===== config.mk =====
export PLATFORM = sky130hd
export DESIGN_NAME = mbba_ctrl
export DESIGN_NICKNAME = d
export VERILOG_FILES = /design/src/multi_bulk_bump_allocator_unit_defines.svh /design/src/mbba_pkg.sv /design/src/mbba_ctrl.sv
export SDC_FILE = /design/constraint.sdc
export NUM_CORES = 1
export LEC_CHECK = 0
export ABC_CLOCK_PERIOD_IN_PS = 1500
export BUFFER_PORTS_ARGS = -buffer_cell sky130_fd_sc_hd__buf_2
export CAP_MARGIN = 30
export CORE_AREA = 2 2 39 41
export DETAILED_ROUTE_END_ITERATION = 6
export DIE_AREA = 0 0 41 43
export HOLD_SLACK_MARGIN = 0.03
export PLACE_DENSITY = 0.66
export SETUP_SLACK_MARGIN = 0.05
export SLEW_MARGIN = 20
export SYNTH_ARGS = -nofsm -noshare
export SYNTH_HDL_FRONTEND = slang
export SYNTH_SLANG_ARGS = --single-unit

===== constraint.sdc =====
create_clock -name clk -period 1.5 [get_ports clk]
set_input_delay 0.225 -clock clk [delete_from_list [all_inputs] [get_ports clk]]
set_output_delay 0.225 -clock clk [all_outputs]
set_load 0.01 [all_outputs]

===== src/multi_bulk_bump_allocator_unit_defines.svh =====
// Assertion macros for the bump allocator unit.
// Included by the top level; no other dependencies.
`ifndef MULTI_BULK_BUMP_ALLOCATOR_UNIT_DEFINES_SVH
`define MULTI_BULK_BUMP_ALLOCATOR_UNIT_DEFINES_SVH
`ifndef SYNTHESIS
`define MBBA_ASSERT_NEVER(label, clk, rst_n, cond) \
	label: assert property (@(posedge clk) disable iff (!rst_n) !(cond)) \
		else $error("assertion failed");
`define MBBA_ASSERT_NEXT(label, clk, rst_n, ante, cons) \
	label: assert property (@(posedge clk) disable iff (!rst_n) (ante) |=> (cons)) \
		else $error("assertion failed");
`else
`define MBBA_ASSERT_NEVER(label, clk, rst_n, cond)
`define MBBA_ASSERT_NEXT(label, clk, rst_n, ante, cons)
`endif
`endif


===== src/mbba_pkg.sv =====
// Shared types and constants of the bump allocator unit.
// No dependencies.
package mbba_pkg;
	localparam int BASE_W = 40;
	localparam int SIZE_W = 34;
	localparam int NB_W   = 41;
	localparam int CFG_W  = 41;
	localparam int REQ_W  = 32;

	localparam logic [1:0] REG_BULK    = 2'd0;
	localparam logic [1:0] REG_INITIAL = 2'd1;
	localparam logic [1:0] REG_REGION  = 2'd2;

	localparam logic [1:0] ST_GRANT    = 2'd0;
	localparam logic [1:0] ST_FULL     = 2'd1;
	localparam logic [1:0] ST_REGION   = 2'd2;
	localparam logic [1:0] ST_FREE_ALL = 2'd3;

	typedef enum logic [3:0] {
		OP_NONE,
		OP_LOAD,
		OP_RND_INIT,
		OP_RND_REQ,
		OP_RND_STEP,
		OP_INIT_PUT,
		OP_FREE_ALL,
		OP_SCAN_STEP,
		OP_SWAP_WR,
		OP_INSERT,
		OP_RES_FULL,
		OP_RES_REGION,
		OP_OUT_LOAD
	} dp_op_t;

	typedef struct packed {
		logic started;
		logic func;
		logic rnd_done;
		logic carve_fail;
		logic scan_end;
		logic scan_hit;
		logic hit_swap;
		logic table_full;
		logic live_over;
	} dp_stat_t;
endpackage


===== src/mbba_ctrl.sv =====
// Controller state machine of the bump allocator unit.
// Depends on mbba_pkg.
module mbba_ctrl (
	input  logic               clk,
	input  logic               arst_n,
	input  logic               in_valid,
	output logic               in_stall,
	output logic               out_valid,
	input  logic               out_stall,
	input  mbba_pkg::dp_stat_t st,
	output mbba_pkg::dp_op_t   op
);
	import mbba_pkg::*;

	typedef enum logic [3:0] {
		S_IDLE,
		S_RND_INIT,
		S_INIT_CHK,
		S_DISPATCH,
		S_RND_REQ,
		S_SCAN,
		S_SWAP,
		S_MISS,
		S_DONE
	} state_t;

	state_t state_q, state_nx;
	logic   out_valid_q, out_valid_nx;

	assign in_stall  = state_q != S_IDLE;
	assign out_valid = out_valid_q;

	// Decode command and next state
	always_comb begin
		op           = OP_NONE;
		state_nx     = state_q;
		out_valid_nx = out_valid_q && out_stall;
		case (state_q)
			S_IDLE: begin
				if (in_valid) begin
					op       = OP_LOAD;
					state_nx = st.started ? S_DISPATCH : S_INIT_CHK;
					if (!st.started) state_nx = S_RND_INIT;
				end
			end
			S_RND_INIT: begin
				// loads the operand, then S_INIT_CHK steps until done
				op       = OP_RND_INIT;
				state_nx = S_INIT_CHK;
			end
			S_INIT_CHK: begin
				if (!st.rnd_done) begin
					op = OP_RND_STEP;
				end else if (st.carve_fail) begin
					op       = OP_RES_REGION;
					state_nx = S_DONE;
				end else begin
					op       = OP_INIT_PUT;
					state_nx = S_DISPATCH;
				end
			end
			S_DISPATCH: begin
				if (st.func) begin
					op       = OP_FREE_ALL;
					state_nx = S_DONE;
				end else begin
					op       = OP_RND_REQ;
					state_nx = S_RND_REQ;
				end
			end
			S_RND_REQ: begin
				op = OP_RND_STEP;
				if (st.rnd_done) begin
					op       = OP_NONE;
					state_nx = S_SCAN;
				end
			end
			S_SCAN: begin
				if (st.scan_end) begin
					state_nx = S_MISS;
				end else begin
					op = OP_SCAN_STEP;
					if (st.scan_hit) state_nx = st.hit_swap ? S_SWAP : S_DONE;
				end
			end
			S_SWAP: begin
				op       = OP_SWAP_WR;
				state_nx = S_DONE;
			end
			S_MISS: begin
				if (st.table_full) op = OP_RES_FULL;
				else if (st.carve_fail) op = OP_RES_REGION;
				else op = OP_INSERT;
				state_nx = S_DONE;
			end
			S_DONE: begin
				if (!out_valid_q || !out_stall) begin
					op           = OP_OUT_LOAD;
					out_valid_nx = 1'b1;
					state_nx     = S_IDLE;
				end
			end
			default: state_nx = S_IDLE;
		endcase
	end

	// Hold state and output valid
	always_ff @(posedge clk or negedge arst_n) begin
		if (!arst_n) begin
			state_q     <= S_IDLE;
			out_valid_q <= 1'b0;
		end else begin
			state_q     <= state_nx;
			out_valid_q <= out_valid_nx;
		end
	end
endmodule


==> impl_metrics.ini, run 1 <==
[detailed_routing]
ant_nets = 0
totalWireLength_mm = 2.09
via_per_inst = 6.01
drt_iter0_drc = 28
wire_per_inst_um = 16.9
drc_errors = 0
vias = 745
first_pass_iters = 4

[synth]
synth_edf_count = 0
syn_area_um2 = 502
synth-async-reset-ratio_pct = 100
synth_ff_type = dfrtp_1
yosysTopAreaCell = dfrtp_1
synth.most_common_cell = nor2_1
synthCells = 65
synthAdderAreaFrac_pct = 0
synth_top_family_by_area = compound AO/OA/AOI/OAI gates
yosysTopAreaCellShare_pct = 24.9
ys_warn_count = 0
synth_fp_nets = 78
synth_mux_area_share_pct = 3.99
syn-mean-instance-area_um2 = 7.72
synth_common_cells = nor2_1, dfrtp_1, nand2_1
synth_cell_type_count = 33
synth-simple-area-share_pct = 27.4
synth_seq_area_share_pct = 24.9
synth_area_leaders = dfrtp_1, o22a_1, a31oi_1, nor2_1, mux2i_1
synth-xor-area-share_pct = 0
yosys_register_bits = 5
synth_compound_area_share_pct = 35.7

[critical_path]
r2r_end = state_q[1]$_DFFE_PN0P_
required_ps = 1270
start_kind = flip-flop
reg2reg_depth = 5
end_kind = output port
cp_max_fo = 5
path_class = reg -> out
worstSetupStartpoint = state_q[0]$_DFFE_PN0P_
reg2reg_slack_ps = -130
arrival_ps = 1490
crit_end = op[1]
r2r-start = state_q[1]$_DFFE_PN0P_

[clock_network]
clock_path_buffers = 2
cts_sinks = 5
cts.htree.levels = 1
cts_inserted_buffers = 3
clkLatencyLatePin_ps = 240
cts_tree = built
cts_root_buf = clkbuf_4
clk_pin_slew_ps = 40

[sta]
finalCriticalPeriod_ps = 1710
fin_setup_tns_ps = -1010
final_max_slew_viol_count = 0
hold_viol_final = 0
max_freq_mhz = 584
worst_pin_slew_ps = 398
finalSetupViolCount = 8
skew_ps = 5.50
relSlewSlack_pct = 73.3
rsz0062_at_grt = yes
fin_ws_ps = -212
fin_crit_sh_pct = 114

[floorplanning]
fp.coreArea_mm2 = 0.00138
fp-row-count = 14
chipWidth_um = 41
start_util_pct = 36.3
dieArea_mm2 = 0.00176
ios = 19
die_h_um = 43

[status]
status = complete, but fails checks
violations = setup timing

[grt]
grt_antenna_before_repair = 0
grt_pass1_vias = 655
grt_max_degree = 8
gr-total-overflow = 0
grt_use_total_pct = 23.3
grt_pass1_wl_mm = 2.86

[power_and_ir_drop]
power_frac_comb_pct = 77.1
p_clk_share_pct = 8.1
p_sw_mw = 0.823
powerDensity_mw_per_mm2 = 1900
internal_power_mw = 1.06
seqPwrFrac_pct = 14.8
leakage_nw = 0.432
netSwitchingFraction_pct = 43.6
irDropWorstVdd_mv = 0.992

[placement]
dp_hpwl_mm = 1.21
dpl_cell_area_um2 = 724
gp_congestion = 0.894
port_buffers = 17
placed_cells = 111

[layout]
fin_area_um2 = 996
antenna_cells = 0
fin_cells = 124
drive_gt1_share_pct = 65.7
final_util_pct = 72.0
area_growth_pct = 98.5
layout.nets = 122

[min_path]
hold_path_class = in -> reg

[job]
cap_violations = 0
==> critical path, cell delays in order, from the launching register on <==
cell and delay (ps):
dfrtp_2 420, buf_6 130, buf_6 110, a31oi_4 30, o22a_1 230, o21ai_1 160, buf_2 160
==> how the worst min path moves through the flow <==
| stage | start | end | slack (ps) | cells after the start |
|---|---|---|---|---|
| floorplan | arst_n | out_valid$_DFF_PN0_ | -70 | 0 |
| global placement | arst_n | out_valid$_DFF_PN0_ | 40 | 1 |
| detailed placement | arst_n | out_valid$_DFF_PN0_ | 40 | 1 |
| CTS | st[3] | state_q[0]$_DFFE_PN0P_ | 210 | 2 |
| global route | st[3] | state_q[0]$_DFFE_PN0P_ | 210 | 2 |
| finish | st[3] | state_q[0]$_DFFE_PN0P_ | 210 | 2 |
==> through the flow <==
step / power (mW) / hold slack [ps] / setup WS [ps]
6_report: 1.89 / 213 / -212
5_1_grt: 1.99 / 208 / -248
4_1_cts: 1.58 / 210 / -193
3_5_place_dp: 1.22 / 42.3 / -64.9
3_3_place_gp: 1.21 / 40.8 / -58.2
2_1_floorplan: 0.835 / -70.6 / 78.7
==> layout make-up <==
cell class,count,area [um^2]
Inverter,3,11.3
Fill cell,98,388
Clock buffer,4,26.3
Tap cell,16,20.0
Multi-Input combinational cell,52,482
Timing Repair Buffer,44,328
Sequential cell,5,129
==> per-layer routing <==
| layer | GRT usage (%) | vias up | part of all wire, % |
|---|---|---|---|
| li1 | - | 342 | - |
| met1 | 29.1 | 365 | 41 |
| met2 | 39.4 | 34 | 52 |
| met3 | 5.76 | 4 | 4.5 |
| met4 | 3.33 | 0 | 2.0 |
| met5 | 0 | - | 0 |
==> repair_timing <==
action,in CTS,in global routing
setup endpoints to repair,9,9
pin swaps,9,16
hold buffers,1,0
hold endpoints to repair,5,0
setup buffers,7,2
gates cloned,0,0
gates resized for setup,17,21
==> registers in the layout, indices dropped and copies added, names as in the netlist <==
signal and cells:
state_q 4, out_valid 1
==> cell families after synthesis <==
logic type             Yosys count
AO/OA/AOI/OAI                   25
multiplexers                     2
AND/OR/NAND/NOR                 25
buffers and inverters            8
flip-flops                       5
==> power by group through the flow <==
stage	Combinational, mW	Clock (mW)	Sequential [mW]
floorplan	0.599	0	0.236
global placement	0.927	0	0.282
detailed placement	0.939	0	0.282
CTS	1.16	0.158	0.265
global route	1.53	0.177	0.285
finish	1.46	0.153	0.279
==> placed cells by master (no fill, tap or decap), drive strengths merged <==
cell / n
a211oi: 2
a21oi: 2
a22o: 1
a2bb2oi: 1
a31oi: 4
a32oi: 1
buf: 43
clkbuf: 4
dfrtp: 5
dlygate4sd3: 1
inv: 3
mux2i: 2
nand2: 5
nand2b: 1
nand3: 1
nand4bb: 1
nor2: 7
nor3: 4
nor3b: 1
nor4: 2
o211ai: 1
o21ai: 3
o21bai: 1
o22a: 3
o22ai: 2
o31ai: 1
o32ai: 1
o41ai: 2
or2: 1
or4: 1
or4b: 1
Note: power is estimated with default switching activity, not from simulation.
==> run 2, diff against run 1 <==
ABC_CLOCK_PERIOD_IN_PS = 1900   (was 1500)
PLACE_DENSITY = unset   (was 0.66)
clock period = 1.9 ns   (was 1.5 ns; I/O delays follow)
==> impl_metrics.ini, run 2 (synthesized netlist as in run 1, its figures left out) <==
[grt]
grt_max_degree = 16
grt_use_total_pct = 19.3
grt_pass1_wl_mm = 2.35
grt_antenna_before_repair = 0
gr-total-overflow = 0
grt_pass1_vias = 518

[clock_network]
clkLatencyLatePin_ps = 240
clock_path_buffers = 2
cts_tree = built
cts_sinks = 5
clk_pin_slew_ps = 40
cts.htree.levels = 1
cts_inserted_buffers = 3
cts_root_buf = clkbuf_4

[detailed_routing]
drc_errors = 0
first_pass_iters = 4
vias = 653
drt_iter0_drc = 37
ant_nets = 0
totalWireLength_mm = 1.55
via_per_inst = 5.99
wire_per_inst_um = 14.2

[layout]
seqCellArea_um2 = 129
fill_cells = 133
largest_reg_flops = 4
final_util_pct = 53.3
fin_cells = 109
layout_commonest_cell = buf_2
final_cell_mix = buf_2, buf_4, nor2_1
layout.nets = 107
area_growth_pct = 47.1
regMostFlops = state_q
drive_gt1_share_pct = 43.0
antenna_cells = 0
multiInputGateArea_um2 = 374

[power_and_ir_drop]
powerDensity_mw_per_mm2 = 1480
leakage_nw = 0.330
power_frac_comb_pct = 68.1
seqPwrFrac_pct = 21.1
power_mw = 1.10
p_sw_mw = 0.481
internal_power_mw = 0.615
p_clk_share_pct = 10.8
irDropWorstVdd_mv = 0.652
netSwitchingFraction_pct = 43.9

[sta]
hold_viol_final = 0
finalCriticalPeriod_ps = 1770
max_freq_mhz = 564
relSlewSlack_pct = 70.7
fin_ws_ps = 128
finalSetupViolCount = 0
fin_setup_tns_ps = 0
fin_crit_sh_pct = 93.3
rsz0062_at_grt = no
worst_pin_slew_ps = 437
final_max_slew_viol_count = 0
skew_ps = 0.608

[placement]
gp_congestion = 0.802
place_ws_ps = 253
placed_cells = 96
dp_hpwl_mm = 1.04
port_buffers = 17

[floorplanning]
dieArea_mm2 = 0.00176
die_h_um = 43
chipWidth_um = 41
fp-row-count = 14
start_util_pct = 36.3
ios = 19
fp.coreArea_mm2 = 0.00138

[critical_path]
cp_max_fo = 8
required_ps = 1620
start_kind = flip-flop
path_class = reg -> out
arrival_ps = 1490
end_kind = output port

[job]
cap_violations = 0

[status]
status = finished clean

[min_path]
hold_path_class = in -> reg
==> run 2: stage by stage <==
| stage | instance area, um^2 | hold WS (ps) |
|---|---|---|
| floorplan | 502 | -10.6 |
| global placement | 601 | 103 |
| detailed placement | 601 | 104 |
| CTS | 659 | 253 |
| global route | 738 | 264 |
| finish | 738 | 268 |
==> run 2: final cells by class <==
cell class | instances | share of cell area [%]
sequential | 5 | 17.5
inverter | 3 | 1.53
clock buffer | 4 | 3.56
multi-input combinational | 52 | 50.7
timing repair buffer | 29 | 24.1
tap | 16 | 2.71
==> run 2: power by group through the flow <==
stage | clock network (mW) | logic [mW] | registers, mW
2_1_floorplan | 0 | 0.457 | 0.186
3_3_place_gp | 0 | 0.564 | 0.240
3_5_place_dp | 0 | 0.563 | 0.241
4_1_cts | 0.126 | 0.577 | 0.252
5_1_grt | 0.136 | 0.812 | 0.239
6_report | 0.118 | 0.746 | 0.232
==> run 2: path summary, 6_finish.rpt <==
kind,depth (start not counted),slack (ps),startpoint,end
worst max-delay path,5,130,state_q[0]$_DFFE_PN0P_,op[2]
max in group asynchronous,2,1350,arst_n,state_q[2]$_DFFE_PN0P_
worst max register to register,6,160,state_q[0]$_DFFE_PN0P_,state_q[1]$_DFFE_PN0P_
worst min register to register,2,580,out_valid$_DFF_PN0_,out_valid$_DFF_PN0_
worst min-delay path,2,270,st[3],state_q[0]$_DFFE_PN0P_
min in group asynchronous,2,400,arst_n,state_q[1]$_DFFE_PN0P_
==> run 2: repair_timing <==
| item | in CTS | in global routing |
|---|---|---|
| setup buffers | 0 | 8 |
| gates cloned | 0 | 0 |
| endpoints found under the hold margin | 5 | 0 |
| endpoints found under the setup margin | 3 | 3 |
| hold buffers | 1 | 0 |
| gates resized for setup | 3 | 5 |
==> run 2: per-layer routing <==
layer	part of all wire, %	vias up	wire [um]	global-route usage [%]
li1	-	311	-	-
met1	42	296	657	29.3
met2	48	43	744	25.0
met3	8.6	3	133	6.28
met4	0.65	0	10	6.00
met5	0	-	0	0
==> run 2: worst max-delay path, cell delays in order (launching register included) <==
cell and delay, ps:
dfrtp_2 430, buf_4 150, nand4bb_4 120, or2_1 280
o211ai_1 100, buf_2 150
==> run 3, diff against run 2 <==
ABC_CLOCK_PERIOD_IN_PS = 1800   (was 1900)
SKIP_CTS_REPAIR_TIMING = 1   (was unset)
clock period = 1.8 ns   (was 1.9 ns; I/O delays follow)
==> impl_metrics.ini, run 3 (synthesized netlist as in run 1, its figures left out) <==
[layout]
final_cell_mix = buf_2, buf_4, nor2_1
largest_reg_flops = 4
area_growth_pct = 53.6
fill_cells = 133
layout_commonest_cell = buf_2
drive_gt1_share_pct = 46.3
fin_area_um2 = 771
final_util_pct = 55.7
antenna_cells = 0
regMostFlops = state_q
layout.nets = 109

[sta]
finalCriticalPeriod_ps = 1730
skew_ps = 3.52
hold_viol_final = 0
finalSetupViolCount = 0
fin_crit_sh_pct = 96.2
rsz0062_at_grt = yes
hold_ws_ps = 246
worst_pin_slew_ps = 413
final_max_slew_viol_count = 0
max_freq_mhz = 578
relSlewSlack_pct = 72.2

[floorplanning]
fp.coreArea_mm2 = 0.00138
chipWidth_um = 41
dieArea_mm2 = 0.00176
ios = 19
die_h_um = 43
fp-row-count = 14
start_util_pct = 36.3

[grt]
gr-total-overflow = 0
grt_pass1_wl_mm = 2.41
grt_max_degree = 16
grt_antenna_before_repair = 0
grt_pass1_vias = 548
grt_use_total_pct = 19.8

[placement]
dp_hpwl_mm = 1.06
gp_congestion = 0.865
dpl_cell_area_um2 = 616
port_buffers = 17

[detailed_routing]
drt_iter0_drc = 14
totalWireLength_mm = 1.63
via_per_inst = 6.02
first_pass_iters = 4
wire_per_inst_um = 14.7
vias = 668
drc_errors = 0
ant_nets = 0

[critical_path]
r2r-start = state_q[0]$_DFFE_PN0P_
arrival_ps = 1460
start_kind = flip-flop
required_ps = 1530
cp_max_fo = 8
r2r_end = state_q[2]$_DFFE_PN0P_
reg2reg_slack_ps = 100
reg2reg_depth = 5
path_class = reg -> out
end_kind = output port

[job]
cap_violations = 0

[min_path]
hold_end = state_q[0]$_DFFE_PN0P_
hold_path_class = in -> reg
hold_depth = 2
hp-start = st[3]

[clock_network]
cts_tree = built
cts_inserted_buffers = 3
clk_pin_slew_ps = 40
clock_path_buffers = 2
clkLatencyLatePin_ps = 240
cts_sinks = 5
cts.htree.levels = 1
cts_root_buf = clkbuf_4

[power_and_ir_drop]
irDropWorstVdd_mv = 0.582
powerDensity_mw_per_mm2 = 1570
leakage_nw = 0.344
power_mw = 1.21

[status]
status = finished clean
-- run 3: cell types whose count changed in the layout (fill, tap and decap cells not counted), sizes merged --
cell	delta
buf	+2
-- run 3: how the worst max path moves through the flow --
stage / start / to / slack (ps) / depth (start not counted)
CTS: state_q[0]$_DFFE_PN0P_ / op[0] / -160 / 5
floorplan: state_q[0]$_DFFE_PN0P_ / op[0] / 290 / 5
global placement: state_q[1]$_DFFE_PN0P_ / state_q[2]$_DFFE_PN0P_ / 120 / 5
detailed placement: state_q[0]$_DFFE_PN0P_ / op[0] / 100 / 5
finish: state_q[0]$_DFFE_PN0P_ / op[2] / 70 / 5
global route: state_q[2]$_DFFE_PN0P_ / op[0] / -20 / 5
-- run 3: stage by stage --
stage	setup TNS, ps	setup slack [ps]	instances
3_3_place_gp	0	119	98
3_5_place_dp	0	103	98
6_report	0	68.6	111
5_1_grt	-27.4	-18.8	111
2_1_floorplan	0	292	65
4_1_cts	-388	-164	102
-- run 3: routing by layer --
metal / part of all wire, % / global-route usage (%) / routed length (um) / up-vias
li1: - / - / - / 319
met4: 0 / 6.00 / 0 / 0
met2: 52 / 28.4 / 843 / 21
met3: 4.7 / 4.71 / 77 / 0
met5: 0 / 0 / 0 / -
met1: 44 / 28.3 / 711 / 328
-- run 3: cell type report --
type                       instances  area (um^2)  area share (%)
multi-input combinational         52          383            49.7
timing repair buffer              31          201            26.1
sequential                         5          129            16.7
clock buffer                       4         26.3            3.41
tap                               16         20.0            2.60
inverter                           3         11.3            1.46
-- run 3: critical path: stages, from the launching register on --
cell	delay (ps)
dfrtp_2	450
buf_6	130
nand4bb_4	120
or2_4	260
o211ai_1	90
buf_2	150
-- run 3: power by group --
part | internal (mW) | switching, mW | total [mW]
Sequential | 0.162 | 0.0845 | 0.247
Combinational | 0.427 | 0.407 | 0.834
Clock | 0.0839 | 0.0468 | 0.131
Total | 0.673 | 0.538 | 1.21
